**config.mk**
```make
export PLATFORM = sky130hd
export DESIGN_NAME = pin_access_checker_with_lockout_flat
export DESIGN_NICKNAME = d
export VERILOG_FILES = /design/src/rtl/pacl_pkg.sv /design/src/rtl/pacl_if.sv /design/src/rtl/pacl_ctrl.sv /design/src/rtl/pacl_dp.sv /design/src/rtl/pin_access_checker_with_lockout.sv /design/src/flat_wrapper.sv
export SDC_FILE = /design/constraint.sdc
export NUM_CORES = 2
export LEC_CHECK = 0
export BUFFER_PORTS_ARGS = -buffer_cell sky130_fd_sc_hd__buf_2
export CORE_MARGIN = 5
export CORE_UTILIZATION = 50
export CTS_CLUSTER_DIAMETER = 120
export DETAILED_ROUTE_END_ITERATION = 16
export PLACE_DENSITY = 0.77
export SYNTH_ARGS = -nofsm -noshare
export SYNTH_HDL_FRONTEND = slang
export SYNTH_SLANG_ARGS = --single-unit
```
**constraint.sdc**
```tcl
create_clock -name clk -period 7.1 [get_ports clk]
set_input_delay 1.065 -clock clk [delete_from_list [all_inputs] [get_ports clk]]
set_output_delay 1.065 -clock clk [all_outputs]
set_load 0.01 [all_outputs]
```
**src/rtl/pacl_pkg.sv**
```systemverilog
// ----------------------------------------------------------------------------
// pacl_pkg
// Shared types, codes and constants of the PIN access checker.
// ----------------------------------------------------------------------------
package pacl_pkg;

  localparam int unsigned USER_SLOTS_DEF   = 16;
  localparam logic [7:0]  MAX_FAIL_RESET   = 8'd5;
  localparam logic [15:0] LOCK_SECS_RESET  = 16'd300;
  localparam logic [16:0] SECONDS_PER_DAY  = 17'd86400;
  localparam int unsigned CFG_W            = 16;
  localparam int unsigned CFG_IDX_W        = 1;

  typedef enum logic [1:0] {
    REQ_VALIDATE = 2'd0,
    REQ_ADD      = 2'd1,
    REQ_DELETE   = 2'd2,
    REQ_UNUSED   = 2'd3
  } req_t;

  typedef enum logic [1:0] {
    KIND_UNLIMITED = 2'd0,
    KIND_DATE      = 2'd1,
    KIND_COUNT     = 2'd2,
    KIND_ONCE      = 2'd3
  } kind_t;

  typedef enum logic [3:0] {
    ST_GRANTED   = 4'd0,
    ST_LOCKED    = 4'd1,
    ST_DATE_EXP  = 4'd2,
    ST_COUNT_EXP = 4'd3,
    ST_DAY_DENY  = 4'd4,
    ST_TIME_DENY = 4'd5,
    ST_INVALID   = 4'd6,
    ST_LOCK_START= 4'd7,
    ST_ADDED     = 4'd8,
    ST_FULL      = 4'd9,
    ST_DELETED   = 4'd10,
    ST_NOT_FOUND = 4'd11,
    ST_DUPLICATE = 4'd12
  } status_t;

  localparam logic [0:0] CFG_MAX_FAIL  = 1'd0;
  localparam logic [0:0] CFG_LOCK_SECS = 1'd1;

  typedef enum logic [2:0] {
    FSM_IDLE,
    FSM_SCAN,
    FSM_DECIDE,
    FSM_COMMIT,
    FSM_OUT
  } fsm_t;

  typedef struct packed {
    logic start;   // clear scan state, latch request
    logic step;    // examine next slot
    logic decide;  // evaluate request on scan result
    logic commit;  // write table and counters
    logic show;    // load output word
  } cmd_t;

  typedef struct packed {
    logic scan_last;
  } sts_t;

  typedef struct packed {
    logic [1:0]  req_type;
    logic [13:0] pin;
    logic [31:0] now_seconds;
    logic [2:0]  weekday;
    logic [10:0] minute_of_day;
    logic [1:0]  user_type;
    logic [15:0] limit_value;
    logic [6:0]  day_mask;
    logic [10:0] window_start;
    logic [10:0] window_end;
  } req_word_t;

  typedef struct packed {
    logic        ok;
    logic [3:0]  status;
    logic [3:0]  slot_index;
    logic [4:0]  user_total;
    logic [7:0]  failure_total;
  } rsp_word_t;

endpackage

```
**src/rtl/pacl_if.sv**
```systemverilog
// ----------------------------------------------------------------------------
// pacl_req_if / pacl_rsp_if
// Valid/ready channels carrying request and response words.
// ----------------------------------------------------------------------------
interface pacl_req_if;
  import pacl_pkg::*;
  logic      valid;
  logic      ready;
  req_word_t data;
  modport source (output valid, output data, input ready);
  modport sink   (input valid, input data, output ready);
endinterface

interface pacl_rsp_if;
  import pacl_pkg::*;
  logic      valid;
  logic      ready;
  rsp_word_t data;
  modport source (output valid, output data, input ready);
  modport sink   (input valid, input data, output ready);
endinterface

```
**src/rtl/pacl_ctrl.sv**
```systemverilog
// ----------------------------------------------------------------------------
// pacl_ctrl
// Request sequencer: accept, scan slots, decide, commit, deliver.
// ----------------------------------------------------------------------------
module pacl_ctrl (
  input  logic            clk,
  input  logic            rst,
  input  logic            in_valid,
  output logic            in_ready,
  output logic            out_valid,
  input  logic            out_ready,
  input  pacl_pkg::sts_t  sts,
  output pacl_pkg::cmd_t  cmd
);
  import pacl_pkg::*;

  fsm_t state, state_next;

  // Hold state
  always_ff @(posedge clk) begin
    if (rst) state <= FSM_IDLE;
    else     state <= state_next;
  end

  // Next state
  always_comb begin
    state_next = state;
    unique case (state)
      FSM_IDLE:   if (in_valid) state_next = FSM_SCAN;
      FSM_SCAN:   if (sts.scan_last) state_next = FSM_DECIDE;
      FSM_DECIDE: state_next = FSM_COMMIT;
      FSM_COMMIT: state_next = FSM_OUT;
      FSM_OUT:    if (out_ready) state_next = FSM_IDLE;
      default:    state_next = FSM_IDLE;
    endcase
  end

  // Outputs
  always_comb begin
    cmd       = '0;
    in_ready  = 1'b0;
    out_valid = 1'b0;
    unique case (state)
      FSM_IDLE:   begin in_ready = 1'b1; cmd.start = in_valid; end
      FSM_SCAN:   cmd.step = 1'b1;
      FSM_DECIDE: cmd.decide = 1'b1;
      FSM_COMMIT: begin cmd.commit = 1'b1; cmd.show = 1'b1; end
      FSM_OUT:    out_valid = 1'b1;
      default:    ;
    endcase
  end
endmodule

```
**src/rtl/pacl_dp.sv**
```systemverilog
// ----------------------------------------------------------------------------
// pacl_dp
// User table, scan, check and counter datapath.
// ----------------------------------------------------------------------------
module pacl_dp #(
  parameter int unsigned USER_SLOTS = pacl_pkg::USER_SLOTS_DEF
) (
  input  logic                         clk,
  input  logic                         rst,
  input  pacl_pkg::cmd_t               cmd,
  output pacl_pkg::sts_t               sts,
  input  pacl_pkg::req_word_t          req_in,
  input  logic                         cfg_we,
  input  logic [pacl_pkg::CFG_IDX_W-1:0] cfg_index,
  input  logic [pacl_pkg::CFG_W-1:0]   cfg_data,
  output pacl_pkg::rsp_word_t          rsp
);
  import pacl_pkg::*;

  localparam int unsigned SW = (USER_SLOTS > 1) ? $clog2(USER_SLOTS) : 1;
  localparam int unsigned CW = $clog2(USER_SLOTS + 1);

  // Table fields in memory, active bits in flops
  logic [USER_SLOTS-1:0] active;
  logic [13:0] m_pin  [USER_SLOTS];
  logic [1:0]  m_kind [USER_SLOTS];
  logic [33:0] m_exp  [USER_SLOTS];
  logic [15:0] m_uses [USER_SLOTS];
  logic [6:0]  m_days [USER_SLOTS];
  logic [10:0] m_ws   [USER_SLOTS];
  logic [10:0] m_we   [USER_SLOTS];

  logic [7:0]  max_fail;
  logic [15:0] lock_secs;
  logic [CW-1:0] users;
  logic [7:0]  fails;
  logic [33:0] lock_until;

  req_word_t   rq;
  logic [SW:0] scan;
  logic [SW-1:0] hit_slot, free_slot, sel;
  logic hit, has_free;

  // Registered read of selected slot
  logic [1:0]  r_kind;
  logic [33:0] r_exp;
  logic [15:0] r_uses;
  logic [6:0]  r_days;
  logic [10:0] r_ws, r_we;

  // Decision results
  status_t     st;
  logic [SW-1:0] out_slot;
  logic        wr_new, uses_dec, retire, del, clr_fail, inc_fail, set_lock, clr_lock;
  logic [33:0] new_exp, lock_val;
  logic [33:0] days_sec;
  logic [15:0] new_uses;

  // Configuration
  always_ff @(posedge clk) begin
    if (rst) begin
      max_fail  <= MAX_FAIL_RESET;
      lock_secs <= LOCK_SECS_RESET;
    end else if (cfg_we) begin
      if (cfg_index == CFG_MAX_FAIL) max_fail <= cfg_data[7:0];
      else                           lock_secs <= cfg_data;
    end
  end

  assign sel = hit ? hit_slot : free_slot;
  assign sts.scan_last = (scan == (SW+1)'(USER_SLOTS - 1));

  // Latch request, scan one slot a cycle
  always_ff @(posedge clk) begin
    if (cmd.start) begin
      rq <= req_in;
    end
    if (rst) begin
      scan <= '0; hit <= 1'b0; has_free <= 1'b0;
    end else if (cmd.start) begin
      scan <= '0; hit <= 1'b0; has_free <= 1'b0;
    end else if (cmd.step) begin
      if (active[scan[SW-1:0]] && m_pin[scan[SW-1:0]] == rq.pin && !hit) begin
        hit <= 1'b1; hit_slot <= scan[SW-1:0];
      end
      if (!active[scan[SW-1:0]] && !has_free) begin
        has_free <= 1'b1; free_slot <= scan[SW-1:0];
      end
      if (!sts.scan_last) scan <= scan + 1'b1;
    end
  end

  // Read selected slot at end of scan
  always_ff @(posedge clk) begin
    if (cmd.decide) begin
      r_kind <= m_kind[sel]; r_exp <= m_exp[sel]; r_uses <= m_uses[sel];
      r_days <= m_days[sel]; r_ws <= m_ws[sel]; r_we <= m_we[sel];
    end
  end

  // Day count times seconds per day, registered ahead of commit
  always_ff @(posedge clk) begin
    if (cmd.decide) days_sec <= 34'(rq.limit_value) * 34'(SECONDS_PER_DAY);
  end

  // Decide on registered slot data
  always_comb begin
    logic locked_now, win_in, day_ok;
    logic [7:0] f_eff, f_inc;
    locked_now = (lock_until != '0) && ({2'b0, rq.now_seconds} < lock_until);
    clr_lock = (lock_until != '0) && !locked_now;
    f_eff = clr_lock ? 8'd0 : fails;
    f_inc = (f_eff == 8'hFF) ? f_eff : f_eff + 8'd1;
    day_ok = (r_days == '0) || (rq.weekday <= 3'd6 && r_days[rq.weekday]);
    if (r_ws < r_we) win_in = rq.minute_of_day >= r_ws && rq.minute_of_day < r_we;
    else win_in = rq.minute_of_day >= r_ws || rq.minute_of_day < r_we;
    if (r_ws == r_we) win_in = 1'b1;
    st = ST_INVALID; out_slot = '0;
    wr_new = 0; uses_dec = 0; retire = 0; del = 0;
    clr_fail = 0; inc_fail = 0; set_lock = 0;
    new_uses = (rq.user_type == KIND_ONCE) ? 16'd1 :
               (rq.user_type == KIND_COUNT) ? rq.limit_value : 16'd0;
    new_exp  = (rq.user_type == KIND_DATE) ? ({2'b0, rq.now_seconds} + days_sec) : '0;
    lock_val = {2'b0, rq.now_seconds} + {18'b0, lock_secs};
    unique case (req_t'(rq.req_type))
      REQ_VALIDATE: begin
        if (locked_now) st = ST_LOCKED;
        else if (!hit) begin
          inc_fail = 1'b1;
          if (f_inc >= max_fail) begin st = ST_LOCK_START; set_lock = 1'b1; end
          else st = ST_INVALID;
        end else begin
          out_slot = hit_slot;
          if (r_kind == KIND_DATE && {2'b0, rq.now_seconds} > r_exp) st = ST_DATE_EXP;
          else if (r_kind[1] && r_uses == '0) st = ST_COUNT_EXP;
          else begin
            uses_dec = r_kind[1];
            retire = (r_kind == KIND_ONCE) && (r_uses == 16'd1);
            if (!day_ok) st = ST_DAY_DENY;
            else if (!win_in) st = ST_TIME_DENY;
            else begin st = ST_GRANTED; clr_fail = 1'b1; end
          end
        end
      end
      REQ_ADD: begin
        if (!has_free) st = ST_FULL;
        else if (hit) begin st = ST_DUPLICATE; out_slot = hit_slot; end
        else begin st = ST_ADDED; out_slot = free_slot; wr_new = 1'b1; end
      end
      REQ_DELETE: begin
        if (!hit) st = ST_NOT_FOUND;
        else begin st = ST_DELETED; out_slot = hit_slot; del = 1'b1; end
      end
      default: st = ST_INVALID;
    endcase
    if (rq.req_type != REQ_VALIDATE) clr_lock = 1'b0;
  end

  // Commit table writes
  always_ff @(posedge clk) begin
    if (cmd.commit) begin
      if (wr_new) begin
        m_pin[sel] <= rq.pin; m_kind[sel] <= rq.user_type; m_exp[sel] <= new_exp;
        m_uses[sel] <= new_uses; m_days[sel] <= rq.day_mask;
        m_ws[sel] <= rq.window_start; m_we[sel] <= rq.window_end;
      end else if (uses_dec) begin
        m_uses[sel] <= r_uses - 16'd1;
      end
    end
  end

  // Commit counters, active bits and output word
  always_ff @(posedge clk) begin
    if (rst) begin
      active <= '0; users <= '0; fails <= '0; lock_until <= '0;
    end else if (cmd.commit) begin
      if (wr_new) begin active[sel] <= 1'b1; users <= users + 1'b1; end
      if (del || retire) begin
        active[sel] <= 1'b0;
        if (users != '0) users <= users - 1'b1;
      end
      if (clr_lock) begin lock_until <= '0; fails <= '0; end
      if (clr_fail) fails <= '0;
      if (inc_fail) fails <= (clr_lock ? 8'd0 : fails) == 8'hFF ? 8'hFF :
                             (clr_lock ? 8'd0 : fails) + 8'd1;
      if (set_lock) lock_until <= lock_val;
    end
  end

  always_ff @(posedge clk) begin
    if (cmd.show) begin
      rsp.ok     <= (st == ST_GRANTED) || (st == ST_ADDED) || (st == ST_DELETED);
      rsp.status <= st;
      rsp.slot_index <= 4'(out_slot);
      rsp.failure_total <= inc_fail ? (((clr_lock ? 8'd0 : fails) == 8'hFF) ? 8'hFF :
                             (clr_lock ? 8'd0 : fails) + 8'd1) :
                           (clr_fail || clr_lock) ? 8'd0 : fails;
      rsp.user_total <= 5'(wr_new ? users + 1'b1 :
                           ((del || retire) && users != '0) ? users - 1'b1 : users);
    end
  end
endmodule

```
**src/rtl/pin_access_checker_with_lockout.sv**
```systemverilog
// ----------------------------------------------------------------------------
// pin_access_checker_with_lockout
// Keypad PIN checker over a user table with miss-count lockout.
//
//   channel | dir | words
//   req     | in  | req_type, pin, time, add fields
//   rsp     | out | ok, status, slot_index, user_total, failure_total
//   cfg     | in  | max_failures (0), lockout_seconds (1)
//
// A request passes the one-slot-per-cycle table scan, then decide, commit
// and output; the next is taken after the word is taken.
// A stalled response holds the block. Reset is synchronous, active high.
// ----------------------------------------------------------------------------
module pin_access_checker_with_lockout #(
  parameter int unsigned USER_SLOTS = pacl_pkg::USER_SLOTS_DEF
) (
  input  logic                           clk,
  input  logic                           rst,
  pacl_req_if.sink                       req,
  pacl_rsp_if.source                     rsp,
  input  logic                           cfg_we,
  input  logic [pacl_pkg::CFG_IDX_W-1:0] cfg_index,
  input  logic [pacl_pkg::CFG_W-1:0]     cfg_data
);
  import pacl_pkg::*;

  cmd_t cmd;
  sts_t sts;

  pacl_ctrl u_ctrl (
    .clk, .rst,
    .in_valid(req.valid), .in_ready(req.ready),
    .out_valid(rsp.valid), .out_ready(rsp.ready),
    .sts, .cmd
  );

  pacl_dp #(.USER_SLOTS(USER_SLOTS)) u_dp (
    .clk, .rst, .cmd, .sts,
    .req_in(req.data),
    .cfg_we, .cfg_index, .cfg_data,
    .rsp(rsp.data)
  );
endmodule

```
**src/flat_wrapper.sv**
```systemverilog
// flat-port wrapper written by rule: the top's interface ports become plain ports
module pin_access_checker_with_lockout_flat import pacl_pkg::*;
#(
  parameter int unsigned USER_SLOTS = pacl_pkg::USER_SLOTS_DEF
)
  (clk, rst, cfg_we, cfg_index, cfg_data, req_valid, req_data, req_ready, rsp_valid, rsp_data, rsp_ready);
  pacl_req_if req_i ();
  pacl_rsp_if rsp_i ();
  input  logic clk;
  input  logic rst;
  input  logic cfg_we;
  input  logic [pacl_pkg::CFG_IDX_W-1:0] cfg_index;
  input  logic [pacl_pkg::CFG_W-1:0] cfg_data;
  input wire logic [$bits(req_i.valid)-1:0] req_valid;
  input wire logic [$bits(req_i.data)-1:0] req_data;
  output wire logic [$bits(req_i.ready)-1:0] req_ready;
  output wire logic [$bits(rsp_i.valid)-1:0] rsp_valid;
  output wire logic [$bits(rsp_i.data)-1:0] rsp_data;
  input wire logic [$bits(rsp_i.ready)-1:0] rsp_ready;
  assign req_i.valid = req_valid;
  assign req_i.data = req_data;
  assign req_ready = req_i.ready;
  assign rsp_valid = rsp_i.valid;
  assign rsp_data = rsp_i.data;
  assign rsp_i.ready = rsp_ready;
  pin_access_checker_with_lockout #(.USER_SLOTS(USER_SLOTS)) u_core (.clk(clk), .rst(rst), .req(req_i), .rsp(rsp_i), .cfg_we(cfg_we), .cfg_index(cfg_index), .cfg_data(cfg_data));
endmodule
```
# Word level (Yosys, flattened, before mapping)
# Memories as Yosys holds them, arrays and structs flattened. A register that Yosys moved wholly into a read port is not among the register bits.
# Cells that the tools add are included.
# word_totals
wordCells,221
mem_count,7
reg_bits,262
mem_bits_rw,1520
in_bits,131
# op_classes
add_sub_neg,8
bitwise_logic,8
n_reduce_logical,41
n_mux,95
n_mul,1
n_eq_ne,22
order_cmp,11
# memory_table
memory,depth,width,read_ports,rd_ports_with_merged_regs,wr,line,source
u_core.u_dp.m_exp,16,34,1,1,1,pacl_dp.sv:27,logic [33:0] m_exp [USER_SLOTS];
u_core.u_dp.m_uses,16,16,1,1,1,pacl_dp.sv:28,logic [15:0] m_uses [USER_SLOTS];
u_core.u_dp.m_pin,16,14,1,1,1,pacl_dp.sv:25,logic [13:0] m_pin [USER_SLOTS];
u_core.u_dp.m_we,16,11,1,1,1,pacl_dp.sv:31,logic [10:0] m_we [USER_SLOTS];
u_core.u_dp.m_ws,16,11,1,1,1,pacl_dp.sv:30,logic [10:0] m_ws [USER_SLOTS];
u_core.u_dp.m_days,16,7,1,1,1,pacl_dp.sv:29,logic [6:0] m_days [USER_SLOTS];
1 more memories,-,-,-,-,-,-,
# ops
cell,count
$mux 16,7
$mux 34,3
$mux 8,8
$mux 1,48
$add 32x33->34,1
$gt 32x34->1,1
$lt 32x34->1,1
$reduce_bool 34->1,1
$add 32x16->33,1
$mux 4,8
$mux 3,9
$mul 16x10->26 const B,1
$mux 5,5
$pmux 4 s3,2
$lt 11x11->1,2
$add 8x1->8 const B,2
$and 16x16->16,1
$eq 16x1->1 const B,1
$eq 8x8->1 const B,2
$logic_not 16->1,1
$not 16->16,1
$or 16x16->16,1
$sub 16x1->16 const B,1
$pmux 3 s5,1
other kinds (38),77

# Logic depth before layout (Yosys ltp)
# depth
depth_word,15
ltp_mapped,27
depth_no_buf,25

# By module
# From an unflattened synthesis, not the netlist that was laid out.
# unflattened
hier_cells,4547
area_unflattened_um2,78248.8
# modules_own_cells
mod,n_inst,cells_per_inst,area_per_inst_um2
pacl_dp,1,4525,78058.6
pacl_ctrl,1,22,190.2

# Least setup slack after synthesis
# OpenSTA, ideal clock, no wires.
# synth_timing
kind,reg-to-reg
start,register u_core.u_dp.hit
end,memory u_core.u_dp.m_days[13][0] (enable)
n_path_buf,4
stages_incl_launch_ff,7
required_time_ps,6484
setup_ps,616
synth_period_minus_slack_ps,7759
setup_slack_ps,-659
t_arrival_ps,7143
cell_sequence,dfxtp_1 > clkbuf_1 > clkbuf_1 > mux2_2 > clkbuf_1 > clkbuf_1 > nor3_1
# synth_between
elab_chain_cells,6
word_cells_on_any_way,7
# synth_lines
element,line,source
"start, declared",pacl_dp.sv:42,"logic hit, has_free;"
"start signal, assigned",pacl_dp.sv:79,scan <= '0; hit <= 1'b0; has_free <= 1'b0;
"start signal, assigned",pacl_dp.sv:81,scan <= '0; hit <= 1'b0; has_free <= 1'b0;
"start signal, assigned",pacl_dp.sv:84,hit <= 1'b1; hit_slot <= scan[SW-1:0];
$mux 1,pacl_dp.sv:147,else if (hit) begin st = ST_DUPLICATE; out_slot = hit_slot; end
$mux 1,pacl_dp.sv:146,if (!has_free) st = ST_FULL;
$mux 1,pacl_dp.sv:125,unique case (req_t'(rq.req_type))
$mux 1,pacl_dp.sv:162,if (wr_new) begin
$mux 1,pacl_dp.sv:161,if (cmd.commit) begin
$mux 1 (not written as such),pacl_dp.sv:164,m_uses[sel] <= new_uses; m_days[sel] <= rq.day_mask;
"end, declared",pacl_dp.sv:29,
# Parallel ways exist; a longest one is shown, timed or not.

# Worst setup path in the final report
# layout_timing
start,register u_core.u_dp.rq[66] (netlist bit)
end,"register u_core.u_dp.rsp[21] (netlist bit), data pin"
# layout_between
elab_chain_cells,15
word_cells_on_any_way,21
# layout_lines
element,line,source
"start, declared",pacl_dp.sv:39,req_word_t rq;
"start signal, assigned",pacl_dp.sv:76,rq <= req_in;
$lt 32x34->1,pacl_dp.sv:110,"locked_now = (lock_until != '0) && ({2'b0, rq.now_seconds} < lock_until);"
$logic_and 1x1->1,pacl_dp.sv:110,
$logic_not 1->1,pacl_dp.sv:111,clr_lock = (lock_until != '0) && !locked_now;
$logic_and 1x1->1,pacl_dp.sv:111,
$mux 8,pacl_dp.sv:112,f_eff = clr_lock ? 8'd0 : fails;
$add 8x1->8 / $eq 8x8->1 (equally long branches),pacl_dp.sv:113,f_inc = (f_eff == 8'hFF) ? f_eff : f_eff + 8'd1;
$mux 8,pacl_dp.sv:113,
$ge 8x8->1,pacl_dp.sv:130,if (f_inc >= max_fail) begin st = ST_LOCK_START; set_lock = 1'b1; end
$mux 1,pacl_dp.sv:130,
$mux 4,pacl_dp.sv:128,else if (!hit) begin
$mux 4 (*),pacl_dp.sv:127,if (locked_now) st = ST_LOCKED;
$pmux 4 s3 (*),pacl_dp.sv:125,
$eq 4x4->1 / $logic_not 4->1 (equally long branches),pacl_dp.sv:192,rsp.ok <= (st == ST_GRANTED) || (st == ST_ADDED) || (st == ST_DELETED);
$logic_or 1x1->1,pacl_dp.sv:192,
$logic_or 1x1->1 (*),pacl_dp.sv:192,
"end, declared",pacl_dp.sv:16,output pacl_pkg::rsp_word_t rsp
# Every way passes the cells marked *; elsewhere a longest branch is shown, timed or not.
# A chain may end at the register's enable or synchronous reset.

==> summary.txt <==
Outcome
  • Outcome: finished clean

CTS
  • Number of buffers inserted by post-CTS setup repair: 0
  • Post-CTS resize count: 0
  • Clock latency on the worst-skew pair: 0.83 ns
  • Clock tree from TritonCTS: built
  • CTS H-tree lvls: 4
  • Num Clock Sinks: 1,866
  • Number of buffers inserted by hold repair at cts: 0
  • Clk pin slew, worst setup/hold paths: 0.06 ns
  • CTS root buf: sky130_fd_sc_hd__clkbuf_16
  • Number of buffers on the longest clock path: 3
  • Cts bufs inserted: 184

Worst setup path
  • Req. time, crit path: 7.74 ns
  • Data arrival time of the critical path: 6.51 ns
  • Length in cells of the worst reg-to-reg path: 24
  • Worst Path Class, Setup: reg2reg
  • Critical Path Sink Type: register
  • Startpoint Class: register
  • Worst-path maximum fanout: 17

Logic synthesis
  • Yosys warning total: 0
  • Cell count after synthesis: 6,159
  • Cell area after synthesis: 0.0798 sq mm
  • Dominant synthesized flop cell: sky130_fd_sc_hd__edfxtp_1
  • Sequential share of the synthesized area: 0.690
  • Share of Yosys cell area claimed by the top area cell type: 0.665
  • Synthesized net count: 6,563
  • Biggest area contributors in the synthesized netlist: sky130_fd_sc_hd__edfxtp_1 (66%), sky130_fd_sc_hd__nand2_1 (6.8%), sky130_fd_sc_hd__nand3_1 (4.3%)
  • Top cell types by occurrence after synthesis: sky130_fd_sc_hd__edfxtp_1 (1,766), sky130_fd_sc_hd__nand2_1 (1,442), sky130_fd_sc_hd__nand3_1 (690), sky130_fd_sc_hd__clkbuf_1 (295), sky130_fd_sc_hd__ha_1 (240)
  • Count of different cell masters after synthesis: 78
  • Synth area leader: sky130_fd_sc_hd__edfxtp_1
  • Async S/R FF share, synth: 0
  • Leading cell type by number of instances after synthesis: sky130_fd_sc_hd__edfxtp_1
  • EDFF count, synth: 1,766
  • #FFs+latches synth: 1,866
  • Average footprint of a synthesized cell: 12.9 sq um

Finish
  • FF+latch area: 0.0550 sq mm
  • Number of fill cells: 12.1k
  • Number of nets in the layout: 6,660
  • Area Overhead vs Synth: 11.6%
  • Fraction of final layout cells with drive strength greater than 1: 0.102
  • Area of the multi-input gates: 0.0228 sq mm
  • Post-Layout Cell Count: 8,487

GRT
  • Pin count of the biggest net entering global routing: 190
  • Tot GR Track Use: 0.240
  • Initial antenna violation count: 6
  • Wire length of the first global-routing pass: 308 mm
  • Number of global-route vias before repair: 50.7k
  • GRT Residual Overflow: 0

Place
  • Dpl cells: 8,142
  • Placer congestion estimate: 0.898
  • Input/output buffers: 154
  • Final HPWL DP: 114 mm

Detailed routing
  • Number of design rule violations left after detail routing: 0
  • Routed wirelength normalized by instance count: 24.3 microns
  • DRC violation total after the first TritonRoute iteration: 7,039
  • Iteration count of the initial detailed-routing pass: 6
  • Number of routed nets with antenna violations: 0
  • Via count of the routed design: 52.0k
  • Number of vias per cell after detailed routing: 6.12
  • Wire length reported by the detailed router: 206 mm

STA
  • Slew at the pin with the worst max-slew slack: 1.44 ns
  • Max frequency: 170 MHz
  • Setup violations, final: 0
  • Final worst path period share: 0.827
  • Number of max-slew violations in the final report: 0
  • Setup repair after global routing missed its margin: false
  • Sum of negative setup slack: 0 ns
  • Post-Route Skew: 0.0430 ns
  • Number of endpoints with negative hold slack in the final report: 0
  • Time the final worst path needs with I/O delays and setup: 5.87 ns
  • Relative slew slack: 0.0298

Power
  • Static leakage: 31.6 nW
  • Peak supply drop: 0.267 mV
  • PwrDens: 265 mW/mm^2

Die
  • Placement row count: 146
  • Initial Utilization: 0.503
  • Core Region: 0.159 sq mm
  • Vertical die dimension: 409 microns
  • Die extent in x: 409 microns
  • Top-level port count: 155
  • Area of the die: 0.168 sq mm

Job
  • Max capacitance violation total: 0

Worst hold path
  • Min-Delay Path Class: in2reg
  • Worst hold stages: 1
==> sequential cells by signal, indices dropped and copies added (netlist names), 7 cells and up, named ones only <==
| register | flops |
|---|---|
| u_core.u_dp.m_ws | 176 |
| u_core.u_dp.rq | 109 |
| u_core.u_dp.r_we | 11 |
| u_core.u_dp.max_fail | 8 |
| u_core.u_dp.days_sec | 26 |
| u_core.u_dp.lock_secs | 16 |
| u_core.u_dp.r_days | 7 |
| u_core.u_dp.active | 16 |
| u_core.u_dp.r_exp | 34 |
| u_core.u_dp.r_ws | 11 |
| u_core.u_dp.m_pin | 224 |
| u_core.u_dp.m_days | 112 |
| u_core.u_dp.m_uses | 256 |
| u_core.u_dp.fails | 8 |
| u_core.u_dp.lock_until | 33 |
| u_core.u_dp.m_kind | 32 |
| u_core.u_dp.rsp | 22 |
| u_core.u_dp.r_uses | 16 |
| u_core.u_dp.m_we | 176 |
| u_core.u_dp.m_exp | 544 |
==> cell type report <==
type | instances | area share
tap | 2072 | 0.0291
antenna | 2 | 0.0000563
clock buffer | 227 | 0.0543
timing repair buffer | 252 | 0.0189
multi-input combinational | 3725 | 0.256
clock inverter | 116 | 0.0132
sequential | 1866 | 0.619
inverter | 227 | 0.00958
==> worst max-delay path: stages (launching register included) <==
cell and delay, ns:
sky130_fd_sc_hd__edfxtp_1 0.44, sky130_fd_sc_hd__ha_1 0.32, sky130_fd_sc_hd__a21o_1 0.18, sky130_fd_sc_hd__a221o_1 0.33, sky130_fd_sc_hd__a31oi_1 0.21, sky130_fd_sc_hd__o211ai_1 0.19, sky130_fd_sc_hd__a21oi_1 0.20, sky130_fd_sc_hd__o21ai_1 0.09
sky130_fd_sc_hd__buf_4 0.19, sky130_fd_sc_hd__nor2b_1 0.13, sky130_fd_sc_hd__ha_1 0.19, sky130_fd_sc_hd__and3_1 0.19, sky130_fd_sc_hd__and3_1 0.25, sky130_fd_sc_hd__nand3_1 0.22, sky130_fd_sc_hd__nor2_1 0.17, sky130_fd_sc_hd__mux2_2 0.35
sky130_fd_sc_hd__ha_1 0.29, sky130_fd_sc_hd__a21o_1 0.16, sky130_fd_sc_hd__a21o_1 0.17, sky130_fd_sc_hd__a21oi_1 0.14, sky130_fd_sc_hd__o21ai_0 0.10, sky130_fd_sc_hd__o211ai_1 0.29, sky130_fd_sc_hd__o311ai_0 0.27, sky130_fd_sc_hd__a221o_1 0.35
sky130_fd_sc_hd__a211oi_1 0.26
==> per-stage QoR <==
stage / setup WS, ns / hold slack [ns] / util / cell area [sq um] / power (W)
6_report: 1.23 / 0.411 / 0.561 / 89000 / 0.0236
3_5_place_dp: 1.23 / 0.452 / 0.523 / 83000 / 0.0142
2_1_floorplan: 1.38 / 0.436 / - / 79800 / 0.0137
3_3_place_gp: 1.27 / 0.448 / 0.523 / 83000 / 0.0142
4_1_cts: 1.17 / 0.350 / 0.561 / 89000 / 0.0237
5_1_grt: 0.775 / 0.376 / 0.561 / 89000 / 0.0244
==> layout by cell type, fill, tap and decap left out, types with 21 or more instances in the layout <==
| cell type | n |
|---|---|
| sky130_fd_sc_hd__edfxtp_1 | 1766 |
| sky130_fd_sc_hd__nand2_1 | 1442 |
| sky130_fd_sc_hd__nand3_1 | 690 |
| sky130_fd_sc_hd__ha_1 | 240 |
| sky130_fd_sc_hd__inv_1 | 225 |
| sky130_fd_sc_hd__clkbuf_16 | 185 |
| sky130_fd_sc_hd__a311oi_1 | 181 |
| sky130_fd_sc_hd__nor2_1 | 161 |
| sky130_fd_sc_hd__buf_2 | 154 |
| sky130_fd_sc_hd__a21oi_1 | 109 |
| sky130_fd_sc_hd__a31oi_1 | 101 |
| sky130_fd_sc_hd__dfxtp_1 | 98 |
| sky130_fd_sc_hd__and3_1 | 95 |
| sky130_fd_sc_hd__buf_4 | 84 |
| sky130_fd_sc_hd__mux4_2 | 76 |
| sky130_fd_sc_hd__o21ai_0 | 60 |
| sky130_fd_sc_hd__xnor2_1 | 52 |
| sky130_fd_sc_hd__xor2_1 | 43 |
| sky130_fd_sc_hd__clkinv_1 | 38 |
| sky130_fd_sc_hd__a21o_1 | 38 |
| sky130_fd_sc_hd__clkbuf_1 | 38 |
| sky130_fd_sc_hd__fa_1 | 33 |
| sky130_fd_sc_hd__clkinv_2 | 31 |
| sky130_fd_sc_hd__nor3_1 | 30 |
| sky130_fd_sc_hd__a22o_1 | 29 |
| sky130_fd_sc_hd__nand4_1 | 28 |
| sky130_fd_sc_hd__nand2b_1 | 22 |
| sky130_fd_sc_hd__nor2b_1 | 21 |
==> final timing paths <==
path                                                              to  slack (ns)                                  from
worst max-delay path                   u_core.u_dp.rsp[21]$_DFFE_PP_        1.23          u_core.u_dp.rq[66]$_DFFE_PP_
worst min register to register  u_core.u_dp.max_fail[3]$_SDFFE_PP0P_        0.46  u_core.u_dp.max_fail[3]$_SDFFE_PP0P_
worst max register to register         u_core.u_dp.rsp[21]$_DFFE_PP_        1.23          u_core.u_dp.rq[66]$_DFFE_PP_
worst min-delay path                   u_core.u_dp.rq[104]$_DFFE_PP_        0.41                         req_data[104]
==> logic make-up (layout without fill, tap and decap cells) <==
family | count (synthesis) | after routing | synth area share
AOI/OAI and AO/OA | 668 | 668 | 0.0604
DFF | 1866 | 1866 | 0.690
xor gates and xnor gates | 95 | 95 | 0.0104
muxes | 92 | 92 | 0.0236
other | 0 | 2 | 0
buffers and inverters | 568 | 822 | 0.0273
adders and majority gates | 274 | 274 | 0.0461
and+or+nand+nor | 2596 | 2596 | 0.142
==> report_power, final <==
group	total [W]	leakage [nW]	internal (W)	switching, W
clock network	0.00959	2.88	0.00536	0.00423
registers	0.0123	16.9	0.0121	0.000116
logic	0.00175	11.8	0.000665	0.00108
total	0.0236	31.6	0.0182	0.00543
==> per-layer routing <==
metal	part of all wire	vias up	track usage
li1	-	22900	-
met1	0.39	25600	0.328
met4	0.031	0	0.0800
met5	0	-	0
met3	0.11	435	0.0529
met2	0.47	2990	0.384
(Power assumes the default switching activity.)
